`src/rtl/bcpr_pkg.sv`:
```
// Shared types and constants for the Pascal-row binomial coefficient block.
package bcpr_pkg;

    localparam int IDX_W  = 6;   // width of n, r and row indexes
    localparam int COEF_W = 31;  // width of a row entry / coefficient

    localparam logic [COEF_W-1:0] COEF_ZERO     = '0;
    localparam logic [COEF_W-1:0] COEF_ONE      = COEF_W'(1);
    localparam logic [COEF_W-1:0] COEF_ALL_ONES = '1;

    // Row memory access for one cycle.
    typedef struct packed {
        logic              we;
        logic [IDX_W-1:0]  waddr;
        logic [COEF_W-1:0] wdata;
        logic [IDX_W-1:0]  raddr;
    } t_mem_req;

endpackage

```
`src/rtl/bcpr_if.sv`:
```
// Valid/ready channel interfaces for operand and coefficient transactions.
interface bcpr_in_if;
    logic                      valid;
    logic                      ready;
    logic [bcpr_pkg::IDX_W-1:0] n_value;
    logic [bcpr_pkg::IDX_W-1:0] r_value;

    modport source (output valid, output n_value, output r_value, input ready);
    modport sink   (input valid, input n_value, input r_value, output ready);
endinterface

interface bcpr_out_if;
    logic                       valid;
    logic                       ready;
    logic [bcpr_pkg::COEF_W-1:0] coefficient;

    modport source (output valid, output coefficient, input ready);
    modport sink   (input valid, input coefficient, output ready);
endinterface

```
`src/rtl/binomial_coefficient_pascal_row.sv`:
```
// Binomial coefficient C(n,r) by in-place Pascal row update in a row memory.
//
// Usage:
//   i_in  : operand transactions (n_value, r_value), valid/ready.
//   o_out : coefficient transactions, valid/ready, one per operand.
//   One operand is processed at a time. r > n gives 0, n above MAX_N gives
//   all ones, r = 0 gives 1, each set on acceptance. Otherwise the sequencer
//   walks rows i = 1..n: it reads entry min(i,r) and the one below it, then
//   updates entries top down to 1; it finishes by reading entry r as the result.
//   The pace is set by the single read port of the row memory: one entry
//   is read and one written back per cycle.
//   Reset (i_rst_n low, synchronous) returns the sequencer to idle and empties
//   the output register; the row memory needs no clearing since each entry is
//   written in an item before its read value is used.
//   When the receiver stalls, the result sits in the output register and the
//   next finished result waits in the sequencer; a new operand is taken once the
//   finished result has moved to the output register.
module binomial_coefficient_pascal_row #(
    parameter int MAX_N = 33
) (
    input  logic       i_clk,
    input  logic       i_rst_n,
    bcpr_in_if.sink    i_in,
    bcpr_out_if.source o_out
);
    bcpr_pkg::t_mem_req          w_mem_req;
    logic [bcpr_pkg::COEF_W-1:0] w_rdata;
    logic                        w_res_valid;
    logic [bcpr_pkg::COEF_W-1:0] w_res;
    logic                        w_res_take;
    logic                        w_in_ready;
    logic                        r_out_valid;
    logic [bcpr_pkg::COEF_W-1:0] r_out_coef;

    // row store, entries 0..MAX_N
    bcpr_row_mem #(
        .DEPTH (MAX_N + 1)
    ) u_row_mem (
        .i_clk   (i_clk),
        .i_req   (w_mem_req),
        .o_rdata (w_rdata)
    );

    bcpr_ctrl #(
        .MAX_N (MAX_N)
    ) u_ctrl (
        .i_clk       (i_clk),
        .i_rst_n     (i_rst_n),
        .i_in_valid  (i_in.valid),
        .i_n_value   (i_in.n_value),
        .i_r_value   (i_in.r_value),
        .o_in_ready  (w_in_ready),
        .o_res_valid (w_res_valid),
        .o_res       (w_res),
        .i_res_take  (w_res_take),
        .o_mem_req   (w_mem_req),
        .i_rdata     (w_rdata)
    );

    assign i_in.ready = w_in_ready;

    // output register: loads when empty or being drained this cycle
    assign w_res_take = w_res_valid && (!r_out_valid || o_out.ready);

    always_ff @(posedge i_clk) begin
        if (!i_rst_n) begin
            r_out_valid <= 1'b0;
        end else if (w_res_take) begin
            r_out_valid <= 1'b1;
        end else if (o_out.ready) begin
            r_out_valid <= 1'b0;
        end
        if (w_res_take) begin
            r_out_coef <= w_res;
        end
    end

    assign o_out.valid       = r_out_valid;
    assign o_out.coefficient = r_out_coef;

    // sequencer never offers a result while taking a new operand
    a_ready_excl: assert property (@(posedge i_clk) disable iff (!i_rst_n)
        w_in_ready |-> !w_res_valid)
        else $error("operand ready while result pending");

    // the read and the write-back of one cycle never hit the same entry
    a_no_rw_clash: assert property (@(posedge i_clk) disable iff (!i_rst_n)
        w_mem_req.we |-> (w_mem_req.waddr != w_mem_req.raddr))
        else $error("row read/write clash");

    // every Pascal entry written back is at least 1
    a_wdata_nonzero: assert property (@(posedge i_clk) disable iff (!i_rst_n)
        w_mem_req.we |-> (w_mem_req.wdata != bcpr_pkg::COEF_ZERO))
        else $error("zero written to row");

    // a result handed over is in the output register next cycle
    a_take_loads: assert property (@(posedge i_clk) disable iff (!i_rst_n)
        w_res_take |=> (o_out.valid && (o_out.coefficient == $past(w_res))))
        else $error("result not captured");
endmodule

```
`src/rtl/bcpr_row_mem.sv`:
```
// Pascal row store: one write port, one read port, registered read data.
module bcpr_row_mem #(
    parameter int DEPTH = 34
) (
    input  logic                          i_clk,
    input  bcpr_pkg::t_mem_req            i_req,
    output logic [bcpr_pkg::COEF_W-1:0]   o_rdata
);
    localparam int AW = (DEPTH > 1) ? $clog2(DEPTH) : 1;

    logic [bcpr_pkg::COEF_W-1:0] r_mem [DEPTH];
    logic [bcpr_pkg::COEF_W-1:0] r_rdata;

    always_ff @(posedge i_clk) begin
        if (i_req.we) begin
            r_mem[i_req.waddr[AW-1:0]] <= i_req.wdata;
        end
        r_rdata <= r_mem[i_req.raddr[AW-1:0]];
    end

    assign o_rdata = r_rdata;
endmodule

```
`src/rtl/bcpr_ctrl.sv`:
```
// Row-update sequencer: walks rows 1..n, updating entries top down.
module bcpr_ctrl #(
    parameter int MAX_N = 33
) (
    input  logic                          i_clk,
    input  logic                          i_rst_n,
    input  logic                          i_in_valid,
    input  logic [bcpr_pkg::IDX_W-1:0]    i_n_value,
    input  logic [bcpr_pkg::IDX_W-1:0]    i_r_value,
    output logic                          o_in_ready,
    output logic                          o_res_valid,
    output logic [bcpr_pkg::COEF_W-1:0]   o_res,
    input  logic                          i_res_take,
    output bcpr_pkg::t_mem_req            o_mem_req,
    input  logic [bcpr_pkg::COEF_W-1:0]   i_rdata
);
    localparam logic [bcpr_pkg::IDX_W-1:0] MAX_N_IDX = bcpr_pkg::IDX_W'(MAX_N);
    localparam logic [bcpr_pkg::IDX_W-1:0] IDX_ONE   = bcpr_pkg::IDX_W'(1);
    localparam logic [bcpr_pkg::IDX_W-1:0] IDX_TWO   = bcpr_pkg::IDX_W'(2);

    typedef enum logic [2:0] {
        S_IDLE,
        S_RD_TOP,
        S_RD_LOW,
        S_UPD,
        S_FIN,
        S_FIN_RD,
        S_HOLD
    } t_state;

    t_state                        r_state, n_state;
    logic [bcpr_pkg::IDX_W-1:0]    r_n, n_n;
    logic [bcpr_pkg::IDX_W-1:0]    r_r, n_r;
    logic [bcpr_pkg::IDX_W-1:0]    r_i, n_i;
    logic [bcpr_pkg::IDX_W-1:0]    r_j, n_j;
    logic [bcpr_pkg::COEF_W-1:0]   r_a, n_a;
    logic [bcpr_pkg::COEF_W-1:0]   r_res, n_res;
    logic [bcpr_pkg::COEF_W-1:0]   w_low;
    logic [bcpr_pkg::IDX_W-1:0]    w_top;
    bcpr_pkg::t_mem_req            w_req;

    // row[0] is always 1; it is never stored
    assign w_low = (r_j == IDX_ONE) ? bcpr_pkg::COEF_ONE : i_rdata;
    assign w_top = (r_i < r_r) ? r_i : r_r;

    always_comb begin
        n_state = r_state;
        n_n     = r_n;
        n_r     = r_r;
        n_i     = r_i;
        n_j     = r_j;
        n_a     = r_a;
        n_res   = r_res;
        w_req   = '0;
        unique case (r_state)
            S_IDLE: begin
                if (i_in_valid) begin
                    n_n = i_n_value;
                    n_r = i_r_value;
                    n_i = IDX_ONE;
                    if (i_r_value > i_n_value) begin
                        n_res   = bcpr_pkg::COEF_ZERO;
                        n_state = S_HOLD;
                    end else if (i_n_value > MAX_N_IDX) begin
                        n_res   = bcpr_pkg::COEF_ALL_ONES;
                        n_state = S_HOLD;
                    end else if (i_r_value == '0) begin
                        n_res   = bcpr_pkg::COEF_ONE;
                        n_state = S_HOLD;
                    end else begin
                        n_state = S_RD_TOP;
                    end
                end
            end
            S_RD_TOP: begin
                w_req.raddr = w_top;
                n_j         = w_top;
                n_state     = S_RD_LOW;
            end
            S_RD_LOW: begin
                // entry i is untouched in this item until row i: reads as zero
                n_a         = (r_j == r_i) ? bcpr_pkg::COEF_ZERO : i_rdata;
                w_req.raddr = r_j - IDX_ONE;
                n_state     = S_UPD;
            end
            S_UPD: begin
                w_req.we    = 1'b1;
                w_req.waddr = r_j;
                w_req.wdata = r_a + w_low;
                n_a         = w_low;
                if (r_j == IDX_ONE) begin
                    if (r_i == r_n) begin
                        n_state = S_FIN;
                    end else begin
                        n_i     = r_i + IDX_ONE;
                        n_state = S_RD_TOP;
                    end
                end else begin
                    w_req.raddr = r_j - IDX_TWO;
                    n_j         = r_j - IDX_ONE;
                end
            end
            S_FIN: begin
                w_req.raddr = r_r;
                n_state     = S_FIN_RD;
            end
            S_FIN_RD: begin
                n_res   = i_rdata;
                n_state = S_HOLD;
            end
            S_HOLD: begin
                if (i_res_take) begin
                    n_state = S_IDLE;
                end
            end
            default: n_state = S_IDLE;
        endcase
    end

    always_ff @(posedge i_clk) begin
        if (!i_rst_n) begin
            r_state <= S_IDLE;
        end else begin
            r_state <= n_state;
        end
        r_n   <= n_n;
        r_r   <= n_r;
        r_i   <= n_i;
        r_j   <= n_j;
        r_a   <= n_a;
        r_res <= n_res;
    end

    assign o_in_ready  = (r_state == S_IDLE);
    assign o_res_valid = (r_state == S_HOLD);
    assign o_res       = r_res;
    assign o_mem_req   = w_req;
endmodule

```
`src/flat_wrapper.sv`:
```
// flat-port wrapper written by rule: the top's interface ports become plain ports
module binomial_coefficient_pascal_row_flat 
#(
    parameter int MAX_N = 33
)
  (i_clk, i_rst_n, i_in_valid, i_in_n_value, i_in_r_value, i_in_ready, o_out_valid, o_out_coefficient, o_out_ready);
  bcpr_in_if i_in_i ();
  bcpr_out_if o_out_i ();
  input  logic i_clk;
  input  logic i_rst_n;
  input wire logic [$bits(i_in_i.valid)-1:0] i_in_valid;
  input wire logic [$bits(i_in_i.n_value)-1:0] i_in_n_value;
  input wire logic [$bits(i_in_i.r_value)-1:0] i_in_r_value;
  output wire logic [$bits(i_in_i.ready)-1:0] i_in_ready;
  output wire logic [$bits(o_out_i.valid)-1:0] o_out_valid;
  output wire logic [$bits(o_out_i.coefficient)-1:0] o_out_coefficient;
  input wire logic [$bits(o_out_i.ready)-1:0] o_out_ready;
  assign i_in_i.valid = i_in_valid;
  assign i_in_i.n_value = i_in_n_value;
  assign i_in_i.r_value = i_in_r_value;
  assign i_in_ready = i_in_i.ready;
  assign o_out_valid = o_out_i.valid;
  assign o_out_coefficient = o_out_i.coefficient;
  assign o_out_i.ready = o_out_ready;
  binomial_coefficient_pascal_row #(.MAX_N(MAX_N)) u_core (.i_clk(i_clk), .i_rst_n(i_rst_n), .i_in(i_in_i), .o_out(o_out_i));
endmodule
```
`config.mk`:
```
export PLATFORM = sky130hd
export DESIGN_NAME = binomial_coefficient_pascal_row_flat
export DESIGN_NICKNAME = d
export VERILOG_FILES = /design/src/rtl/bcpr_pkg.sv /design/src/rtl/bcpr_if.sv /design/src/rtl/binomial_coefficient_pascal_row.sv /design/src/rtl/bcpr_row_mem.sv /design/src/rtl/bcpr_ctrl.sv /design/src/flat_wrapper.sv
export SDC_FILE = /design/constraint.sdc
export NUM_CORES = 1
export LEC_CHECK = 0
export ABC_AREA = 0
export BUFFER_PORTS_ARGS = -buffer_cell sky130_fd_sc_hd__clkbuf_2
export CORE_MARGIN = 2
export CORE_UTILIZATION = 36
export CTS_CLUSTER_DIAMETER = 150
export DETAILED_ROUTE_END_ITERATION = 10
export MAX_ROUTING_LAYER = met4
export PLACE_DENSITY = 0.55
export REMOVE_ABC_BUFFERS = 1
export SLEW_MARGIN = 20
export SYNTH_ARGS = -nofsm -noshare
export SYNTH_HDL_FRONTEND = slang
export SYNTH_SLANG_ARGS = --single-unit
```
`constraint.sdc`:
```
create_clock -name i_clk -period 5.7 [get_ports i_clk]
set_input_delay 0.855 -clock i_clk [delete_from_list [all_inputs] [get_ports i_clk]]
set_output_delay 0.855 -clock i_clk [all_outputs]
set_load 0.05 [all_outputs]
```
**Word-level counts from Yosys, hierarchy flattened**

Memories as Yosys holds them, arrays and structs flattened. A register that Yosys moved wholly into a read port is not among the register bits.
Index checks and enable logic that the tools add are counted.

- Register bits: 121
- Bits in writable memories: 1,054
- Input bits: 16
- Output and inout bits: 33
- Logic and storage cells: 77
- Memories kept: 1

Memory list:

| name | words | width | rd ports | clocked after Yosys merged registers in | wr ports | RTL line | RTL |
|---|---|---|---|---|---|---|---|
| u_core.u_row_mem.r_mem | 34 | 31 | 1 | 1 | 1 | bcpr_row_mem.sv:11 | `logic [bcpr_pkg::COEF_W-1:0] r_mem [DEPTH];` |

- Add/subtract/negate cells: 4
- Order comparisons: 3
- Equality and inequality tests: 15
- Mux-type cells: 30
- Reduce and logical (&&, ||, !) cells: 15

Operators with widths:

| cell | number |
|---|---|
| $mux 31 | 6 |
| $pmux 31 s2 | 2 |
| $mux 38 | 1 |
| $mux 6 | 6 |
| $add 31x31->31 | 1 |
| $pmux 6 s2 | 2 |
| $pmux 6 s4 | 1 |
| $mux 3 | 7 |
| $pmux 3 s7 | 1 |
| $eq 6x6->1 | 2 |
| $ne 2x2->1 const B | 5 |
| $reduce_bool 2->1 | 5 |
| $eq 3x3->1 const B | 3 |
| $add 6x1->6 const B | 1 |
| $eq 3x2->1 const B | 2 |
| $eq 6x1->1 const B | 1 |
| $gt 6x6->1 | 1 |
| $gt 6x6->1 const B | 1 |
| $logic_not 6->1 | 1 |
| $lt 6x6->1 | 1 |
| $reduce_and 3->1 | 2 |
| $sub 6x1->6 const B | 1 |
| $sub 6x2->6 const B | 1 |
| $mux 1 | 4 |
| 8 further kinds | 9 |

**Depth between registers and ports, before layout**

Gate-level depths: netlist of run 1.

- Word-level depth: 6
- Mapped depth: 19

**Cells and area by module**

Synthesis of run 1 repeated with hierarchy kept, for this count alone.

- Cells, all modules: 2,906
- Area total of the unflattened synthesis: 49,402.4 um2

Modules (own cells, without submodules):

| module | times used | cells each | area each (um2) |
|---|---|---|---|
| bcpr_row_mem | 1 | 2,208 | 42,089.1 |
| bcpr_ctrl | 1 | 663 | 6,334.8 |
| binomial_coefficient_pascal_row | 1 | 35 | 978.4 |

**Worst setup path before layout of run 1**

OpenSTA, ideal clock, no wires.

- Kind: register to register
- From: register u_core.u_ctrl.r_state[0]
- To: memory u_core.u_row_mem.r_mem[17][0] (netlist bit) (enable)
- Data arrival time: 4.202 ns
- Slack: 0.990 ns
- Stages on the path, launching flop included: 5
- Path buffers: 0
- Path through: dfxtp_1 inv_2 nor3_2 nand3_1 nor4b_1

- Longest elaborated chain between the ends: 4

RTL lines:

| what | RTL line | RTL |
|---|---|---|
| start, declared | bcpr_ctrl.sv:31 | `t_state r_state, n_state;` |
| start signal, assigned | bcpr_ctrl.sv:124 | `r_state <= n_state;` |
| $eq 3x2->1 * | bcpr_ctrl.sv:55 | `unique case (r_state)` |
| $mux 38 * | bcpr_ctrl.sv:55 |  |
| $mux 1 | bcpr_row_mem.sv:15 | `if (i_req.we) begin` |
| $mux 1 (not written as such) | bcpr_row_mem.sv:16 | `r_mem[i_req.waddr[AW-1:0]] <= i_req.wdata;` |
| end, declared | bcpr_row_mem.sv:11 |  |

Mark *: on every way between the ends. The rest lies on a longest branch, timed or not.

==> results, run 1 <==
- The run finished with clean final reports.
- The total overflow left after global routing is 0.
- In the post-synthesis netlist, the biggest area contributors are sky130_fd_sc_hd__edfxtp_1 (72%), sky130_fd_sc_hd__nand2_1 (6.6%), sky130_fd_sc_hd__nand3_1 (2.5%).
- Entering global routing, the biggest net connects 107 pins.
- TritonCTS built the clock tree.
- The fraction of registers with async set/reset is 0.
- The HPWL after detailed placement is 80,540 um.
- In this run the vertical extent of the chip is 373.6 um.
- Setup repair after global routing left no endpoint under its margin.
- The logic depth of the worst register-to-register path is 14.
- Summing all placed instances gives a cell area of 52,200 sq um.
- The average wire length per cell after detail routing is 24.75 um.
- The clock transition at the register clock pins on the worst setup and hold paths after CTS is 0.06 ns.
- The number of H-tree levels is 3.
- Setup slack on the worst reg-to-reg path comes out at 0.65 ns.
- The final cell count without fillers is 5,611.
- The clock arrives with 0.04158 ns of skew.
- Along the worst hold path, the cell count comes to 1.
- The period utilization is 0.8857.
- In this run the horizontal extent of the chip is 373.6 um.
- The clock sink count is 1,206.
- The capturing point of the worst reg2reg path is u_core.u_row_mem.r_mem[8][27].
- After detailed routing, the number of remaining DRC violations is 0.
- After clock tree synthesis, the flow added hold-fix buffers numbering 0.
- In this run the critical register-to-register path is launched from u_core.u_ctrl.r_j[1].
- The worst hold path belongs to the class input pin to register.
- In this run, the number of DRC markers left after iteration 0 of detailed routing was 3,259.
- After synthesis the netlist holds a flip-flop and latch count of 1,206.
- For this run, the number of Yosys warnings is 0.
- The starting density of the core is 0.3630.
- The number of I/O pins is 49.
- The sequential area share after synthesis is 0.7294.
- Of all nets on the critical path, the largest fanout is 34.
- The library cell used as clock root buffer is sky130_fd_sc_hd__clkbuf_16.
- For the final routed database, the setup TNS stands at 0 ns.
- The floorplan step defined a die boundary enclosing 139,600 sq um.
- The number of placed cells counting well taps is 5,383.
- The synthesized area per cell is 13.51 sq um.
- The maximum operating frequency is 0.1981 GHz.
- The total leakage power is 0.01974 uW.
- Across the run, the number of max-cap violations was 0.
- The post-synthesis cell type with the largest combined area is sky130_fd_sc_hd__edfxtp_1.
- The post-detailed-route count of antenna-violating nets is 0.
- Routability-driven placement finished with a final weighted congestion of 0.8918.
- The setup path with the least slack is of type register to register.
- The required time of the critical path is 6.09 ns.
- The post-CTS setup-driven buffer insertion count is 0.
- Of the post-synthesis cell area, the dominant cell type holds 0.7152.
- The post-detailed-routing wire length is 138,900 um.
- In the synthesized netlist the dominant register cell turns out to be sky130_fd_sc_hd__edfxtp_1.
- The core region is 135,500 sq um.
- At the later pin of the worst-skew pair, clock insertion delay measures 0.76 ns.
- The cell count after synthesis is 3,639.
- The synthesized design contains 1,171 enable-type register cells.
- The global-route usage over all layers is 0.2014.
- The initialized floorplan defines 135 standard-cell rows.
- The number of antenna violations at the first check in global routing is 4.
- The share of post-route cells with drive strength above 1 is 0.1212.
- The number of instances resized during post-cts repair is 0.
- The netlist area before placement is 49,170 sq um.
- Summing over every cut layer, the via total after detailed routing is 30.70k.
- The startpoint of the worst hold path is i_in_n_value[1].
- Relative to the synthesized area, the layout overhead comes to 14.08%.
- At the pin with the least slew margin, the transition time is 1.087 ns.
- The shortest clock period the worst path allows after layout is 5.049 ns.
- The number of endpoints failing setup at the final stage is 0.
- Hold timing on the final database bottoms out at a slack of 0.3351 ns.
- The number of CTS-inserted buffers is 121.
- The number of endpoints with negative hold slack in the final report is 0.
- Headroom to the max-slew limit came out at 0.2715.
- The sort of element at the start of the critical path is a register.
- The count of unique library cells instantiated by Yosys is 75.
- The first global-routing pass estimated 203,200 um of wire.
- Across the VDD grid, the largest voltage drop is 0.0003919 V.
- The buffer levels on the longest clock path is 3.
- The number of nets in the layout is 3,789.
- The via count of the first global-routing pass is 29.12k.
- The worst min-delay path endpoint is u_core.u_ctrl.r_n[1].
- The final count of pins violating max slew is 0.
- The ratio of total power to cell area is 524.3 nW/um^2.
- The number of search-and-repair iterations in the first detailed-routing pass is 6.
- After detailed routing, the number of vias per cell comes to 5.471.
- The category of the worst setup path capture point is a register.
- In this run the tool buffered the top-level ports with 48 buffer cells.
- The worst endpoint data arrival time is 5.44 ns.
- The number of fillers in the final layout is 12.47k.
- The post-route standard cell area excluding fillers is 56,090 sq um.
[report_power, final]
group | switching, uW | internal, uW
Clock | 3410 | 4390
Sequential | 421 | 10400
Combinational | 7410 | 3380
[per-layer routing]
layer | vias to the layer above | global-route usage | wire (um)
met2 | 1144 | 0.3188 | 65540
li1 | 13718 | - | -
met4 | 0 | 0.05798 | 3369
met5 | - | - | 0
met1 | 15655 | 0.2747 | 61230
met3 | 183 | 0.02278 | 8736
[worst max path at each step]
stage	from	end	cells after the start
floorplan	u_core.u_ctrl.r_i[2]	u_core.u_row_mem.o_rdata[0]	11
global placement	u_core.u_ctrl.r_j[1]	u_core.u_row_mem.r_mem[22][27]	14
detailed placement	u_core.u_ctrl.r_j[1]	u_core.u_row_mem.r_mem[18][27]	14
CTS	u_core.u_ctrl.r_j[1]	u_core.u_row_mem.r_mem[8][27]	14
global route	u_core.u_ctrl.r_j[1]	u_core.u_row_mem.r_mem[5][27]	14
finish	u_core.u_ctrl.r_j[1]	u_core.u_row_mem.r_mem[8][27]	14
[worst max-delay path, cell delays in order (launching register included)]
cell,delay (ns)
sky130_fd_sc_hd__edfxtp_1,0.51
sky130_fd_sc_hd__inv_1,0.23
sky130_fd_sc_hd__ha_1,0.22
sky130_fd_sc_hd__nand3_2,0.15
sky130_fd_sc_hd__buf_4,0.27
sky130_fd_sc_hd__and2_1,0.19
sky130_fd_sc_hd__ha_1,0.35
sky130_fd_sc_hd__a21o_1,0.18
sky130_fd_sc_hd__a21oi_1,0.17
sky130_fd_sc_hd__o21ai_0,0.14
sky130_fd_sc_hd__a32o_1,0.29
sky130_fd_sc_hd__a31o_2,0.25
sky130_fd_sc_hd__a311oi_1,0.59
sky130_fd_sc_hd__o21ai_0,0.32
sky130_fd_sc_hd__a21oi_4,0.78
[sequential cells by signal (all words and copies together) (netlist names)]
signal                    count
u_core.u_ctrl.o_res          31
u_core.u_row_mem.r_mem     1054
u_core.u_row_mem.o_rdata     31
u_core.u_ctrl.r_i             6
u_core.o_out.valid            1
u_core.u_ctrl.r_a            31
u_core.u_ctrl.r_n             6
u_core.o_out.coefficient     31
u_core.u_ctrl.r_state         3
u_core.u_ctrl.r_r             6
u_core.u_ctrl.r_j             6
[cells in the final DEF (no fill, tap or decap), drive strengths merged, types with 22 or more instances in the layout]
cell / instances
a21o: 40
a21oi: 114
a22oi: 59
a31oi: 87
a32oi: 42
and2: 68
and3: 87
buf: 137
clkbuf: 201
clkinv: 57
dfxtp: 35
edfxtp: 1171
ha: 46
inv: 33
mux2i: 114
nand2: 864
nand3: 244
nor2: 107
nor3: 25
o21ai: 50
xnor2: 22
xor2: 23
[through the flow]
stage / util / power [uW] / worst slack, ns
3_3_place_gp: 0.3851 / 21710 / 0.7965
6_report: 0.4141 / 29410 / 0.6514
2_1_floorplan: - / 17960 / -3.159
5_1_grt: 0.4140 / 30820 / 0.3370
3_5_place_dp: 0.3853 / 21750 / 0.6894
4_1_cts: 0.4139 / 29550 / 0.6388
[kinds of logic (layout without fill, tap and decap cells)]
logic type | count (synthesis) | in the layout | synth area share
muxes | 116 | 116 | 0.02374
xor gates and xnor gates | 45 | 45 | 0.008016
and+or+nand+nor | 1460 | 1460 | 0.1306
DFF | 1206 | 1206 | 0.7294
AOI/OAI and AO/OA | 516 | 516 | 0.07179
adders and majority gates | 47 | 47 | 0.01211
other | 0 | 1 | 0
buffers and inverters | 249 | 439 | 0.02433
[layout make-up]
cell class                      instances  area (sq um)  share of cell area
Sequential cell                      1206         35860              0.6394
Multi-Input combinational cell       2184         12590              0.2245
Clock buffer                          153          3249             0.05793
Tap cell                             1781          2228             0.03973
Timing Repair Buffer                  185          1431             0.02552
Clock inverter                         73         619.3             0.01104
Inverter                               28         105.1            0.001874
Antenna cell                            1         2.502          0.00004461
[cell usage after synthesis, types with 10 or more instances]
cell,instances
sky130_fd_sc_hd__nor4_1,21
sky130_fd_sc_hd__xor2_1,23
sky130_fd_sc_hd__nand3_1,243
sky130_fd_sc_hd__a32oi_1,42
sky130_fd_sc_hd__inv_1,27
sky130_fd_sc_hd__a22oi_1,59
sky130_fd_sc_hd__o21ai_0,48
sky130_fd_sc_hd__buf_4,18
sky130_fd_sc_hd__mux2i_1,114
sky130_fd_sc_hd__ha_1,46
sky130_fd_sc_hd__nor3_1,23
sky130_fd_sc_hd__a21o_1,40
sky130_fd_sc_hd__nor2b_1,10
sky130_fd_sc_hd__a21oi_1,114
sky130_fd_sc_hd__clkbuf_1,80
sky130_fd_sc_hd__dfxtp_1,35
sky130_fd_sc_hd__nand4_1,13
sky130_fd_sc_hd__o2111ai_1,15
sky130_fd_sc_hd__and2_1,68
sky130_fd_sc_hd__edfxtp_1,1171
sky130_fd_sc_hd__nand2_1,862
sky130_fd_sc_hd__o22ai_1,21
sky130_fd_sc_hd__nor2_1,106
sky130_fd_sc_hd__xnor2_1,22
sky130_fd_sc_hd__a31oi_1,86
sky130_fd_sc_hd__buf_2,107
sky130_fd_sc_hd__and3_1,87
(Power assumes the default switching activity.)
==> run 2: changes to the inputs <==
- CAP_MARGIN: unset -> 20
- RECOVER_POWER: unset -> 100
==> run 2 against run 1 <==
Global-route usage stayed put. Largest cell class unchanged. Critical endpoint is now u_core.u_row_mem.r_mem[14][16]. Flip-flop and latch count stayed put. Final cell count hardly changed. Via count is 0.30% lower. Critical path depth is 9 lower. The run now ends with max-capacitance violations, max-slew violations left. Sequential share of layout area is 0.70 points higher. Largest power group unchanged. Register-to-register slack worse by 0.30 ns. Fmax is 5.7% lower. Clock skew is 0.0049 ns lower.
==> results, run 2 (synthesis results as in run 1) <==
- Result of the run: finished, violations left (was finished clean).
- The checks that failed: max-capacitance violations, max-slew violations.
- The half-perimeter wire length after placement came to 80,540 um (unchanged).
- The number of search-and-repair iterations in the first detailed-routing pass is 6 (unchanged).
- The signed area change from the synthesized netlist to the final layout is 12.84% (was 14.08%).
- The required time of the critical path is 6.10 ns (was 6.09 ns).
- The total power is 29,300 uW (was 29,410 uW).
- The number of endpoints failing setup at the final stage is 0 (unchanged).
- The end point of the critical path is u_core.u_row_mem.r_mem[14][16] (was u_core.u_row_mem.r_mem[8][27]).
- The port buffer count was 48 (unchanged).
- The worst slew slack as a fraction of its limit is -0.7107 (was 0.2715).
- The count of max-cap constraint violations came to 42 (was 0).
- The TritonCTS clock tree is yes (unchanged).
- The post-route clock skew is 0.03665 ns (was 0.04158 ns).
- The post-detailed-route count of antenna-violating nets came to 0 (unchanged).
- The total leakage power is 0.01936 uW (was 0.01974 uW).
- The ratio of total power to cell area came to 528.1 nW/um^2 (was 524.3 nW/um^2).
- The global-route usage over all layers is 0.2014 (unchanged).
- The overall die width is 373.6 um (unchanged).
- The sort of element at the start of the critical path is a register (unchanged).
- The area of the core is 135,500 sq um (unchanged).
- The final cell count without fillers is 5,612 (was 5,611).
- The total die area came to 139,600 sq um (unchanged).
- The number of standard-cell rows in the floorplan is 135 (unchanged).
- The worst endpoint data arrival time is 5.75 ns (was 5.44 ns).
- The overflow left after global routing is 0 (unchanged).
- The commonest non-fill, non-tap cell in the layout was sky130_fd_sc_hd__edfxtp_1 (unchanged).
- The post-placement setup slack was 0.6894 ns (unchanged).
- The clock latency on the worst-skew pair is 0.76 ns (about the same).
- The capturing point of the worst reg2reg path was u_core.u_row_mem.r_mem[14][16] (was u_core.u_row_mem.r_mem[8][27]).
- The number of H-tree levels is 3 (unchanged).
- The transition time at the pin with the least slew margin is 2.557 ns (was 1.087 ns).
- The post-CTS setup-driven buffer insertion count is 0 (unchanged).
- The category of the worst setup path capture point is a register (unchanged).
- Crit-path cells: nor2b_1, nand2_1, or4b_2, nor2_1, clkbuf_2 (was inv_1, ha_1, nand3_2, buf_4, and2_1, ha_1, a21o_1, a21oi_1, o21ai_0, a32o_1, a31o_2, a311oi_1, o21ai_0, a21oi_4).
- The slack of the worst reg-to-reg path is 0.35 ns (was 0.65 ns).
- The clock transition at the register clock pins on the worst setup and hold paths after CTS came to 0.06 ns (about the same).
- The maximum fanout along the worst path is 16 (was 34).
- The library cell used as clock root buffer is sky130_fd_sc_hd__clkbuf_16 (unchanged).
- The share of post-route cells with drive strength above 1 is 0.08668 (was 0.1212).
- The average wire length per cell after detail routing is 24.74 um (was 24.75 um).
- The critical path class is register to register (unchanged).
- The slack of the critical path was 0.3483 ns (was 0.6514 ns).
- The detailed-route via count is 30.61k (was 30.70k).
- The wire length of the first global-routing pass is 203,200 um (unchanged).
- The number of buffers inserted by hold repair at cts is 0 (unchanged).
- The maximum vdd ir drop is 0.0003729 V (was 0.0003919 V).
- The number of fillers in the final layout is 12.60k (was 12.47k).
- The violation count after the first detailed-route iteration came to 3,356 (was 3,259).
- The number of antenna violations at the first check in global routing was 4 (unchanged).
- The shortest clock period the worst path allows after layout is 5.352 ns (was 5.049 ns).
- The number of nets in the layout was 3,790 (was 3,789).
- The number of placed cells counting well taps is 5,383 (unchanged).
- The final routed DRC violation total is 0 (unchanged).
- The register area is 35,860 sq um (unchanged).
- The longest individual stage delay on the worst path came to 1.93 ns (was 0.78 ns).
- Highest-count cells in the layout ignoring fill and taps: sky130_fd_sc_hd__edfxtp_1 (1,171), sky130_fd_sc_hd__nand2_1 (861), sky130_fd_sc_hd__nand3_1 (244) (was sky130_fd_sc_hd__edfxtp_1 (1,171), sky130_fd_sc_hd__nand2_1 (860), sky130_fd_sc_hd__nand3_1 (243)).
- The startpoint of the worst register-to-register path is u_core.u_ctrl.r_state[0] (was u_core.u_ctrl.r_j[1]).
- RSZ-0062 raised after global routing: no (unchanged).
- The critical path startpoint is u_core.u_ctrl.r_state[0] (was u_core.u_ctrl.r_j[1]).
- The buffer levels on the longest clock path was 3 (unchanged).
- The chip height is 373.6 um (unchanged).
- The number of CTS-inserted buffers is 121 (unchanged).
- The worst min-delay path category is input pin to register (unchanged).
- The final count of pins violating max slew is 1,098 (was 0).
- The post-detailed-routing wire length came to 138,800 um (was 138,900 um).
- The starting density of the core is 0.3630 (unchanged).
- The logic depth of the worst register-to-register path is 5 (was 14).
- The area used by multi-input combinational logic is 12,300 sq um (was 12,590 sq um).
- The via density per instance is 5.454 (was 5.471).
- The number of instances resized during post-cts repair came to 0 (unchanged).
- The maximum operating frequency is 0.1869 GHz (was 0.1981 GHz).
- The number of I/O pins is 49 (unchanged).
- The flip-flop count of the largest register after layout came to 1,054 (unchanged).
- The clock sink count is 1,206 (unchanged).
- The last weighted congestion value of the routability-driven placer is 0.8918 (unchanged).
- The setup TNS is 0 ns (unchanged).
- The number of endpoints with negative hold slack in the final report is 0 (unchanged).
- The period utilization is 0.9389 (was 0.8857).
- The via count of the first global-routing pass is 29.12k (unchanged).
- The pin count of the biggest net entering global routing came to 107 (unchanged).
- The utilization after layout is 0.4096 (was 0.4141).
- The cell at the slowest stage of the critical path was sky130_fd_sc_hd__nor2_1 (was sky130_fd_sc_hd__a21oi_4).
[run 2: cell types whose count changed in the layout (fill, tap and decap cells not counted), moves of 3 or more]
cell | before | now
sky130_fd_sc_hd__and2_0 | 0 | 19
sky130_fd_sc_hd__a2111oi_1 | 7 | 1
sky130_fd_sc_hd__clkbuf_2 | 48 | 34
sky130_fd_sc_hd__clkbuf_1 | 23 | 115
sky130_fd_sc_hd__nor3_2 | 9 | 2
sky130_fd_sc_hd__nor2_2 | 26 | 29
sky130_fd_sc_hd__nor2_1 | 46 | 72
sky130_fd_sc_hd__and2_1 | 64 | 45
sky130_fd_sc_hd__buf_4 | 124 | 47
sky130_fd_sc_hd__nor2_4 | 35 | 6
sky130_fd_sc_hd__a2111oi_0 | 0 | 7
sky130_fd_sc_hd__nor3_1 | 15 | 22
[run 2: routing by layer]
layer	share of wire	wire (um)	global-route usage	up-vias
met5	0	0	-	-
met4	0.023	3162	0.05798	0
met3	0.065	9028	0.02278	175
met2	0.47	65420	0.3188	1132
met1	0.44	61220	0.2747	15596
li1	-	-	-	13705
[run 2: critical path, delay by kind of cell, from the launching register on]
family	cells	cell delay [ns]
buffers and inverters	1	0.56
DFF	1	0.70
and+or+nand+nor	4	3.73
[run 2: layout make-up]
cell class,instances,share of cell area
diodes,1,0.00004510
clock buffers,153,0.05856
clock inverters,73,0.01116
inverters,28,0.001894
multi-input cells,2184,0.2217
flip-flops and latches,1206,0.6464
well taps,1781,0.04016
repair buffers,186,0.02012
[run 2: power breakdown]
group / switching [uW] / internal [uW]
clock: 3410 / 4390
sequential: 417 / 10400
combinational: 7350 / 3310
total: 11200 / 18100
[run 2: worst min path at each step]
stage | start | endpoint | slack (ns) | cells after the start
final | i_in_n_value[1] | u_core.u_ctrl.r_n[1] | 0.37 | 1
after global routing | i_in_n_value[1] | u_core.u_ctrl.r_n[1] | 0.36 | 1
after CTS | i_in_n_value[1] | u_core.u_ctrl.r_n[1] | 0.29 | 1
after detailed placement | u_core.u_ctrl.o_res[20] | u_core.o_out.coefficient[20] | 0.41 | 0
after global placement | u_core.u_ctrl.o_res[19] | u_core.o_out.coefficient[19] | 0.40 | 0
after floorplan | u_core.u_ctrl.o_res[0] | u_core.o_out.coefficient[0] | 0.40 | 0
[run 2: per-stage QoR]
step	hold WS, ns	cell area (sq um)
2_1_floorplan	0.4003	48080
3_3_place_gp	0.4010	52180
3_5_place_dp	0.4056	52200
4_1_cts	0.2928	56070
5_1_grt	0.3627	55480
6_report	0.3719	55480
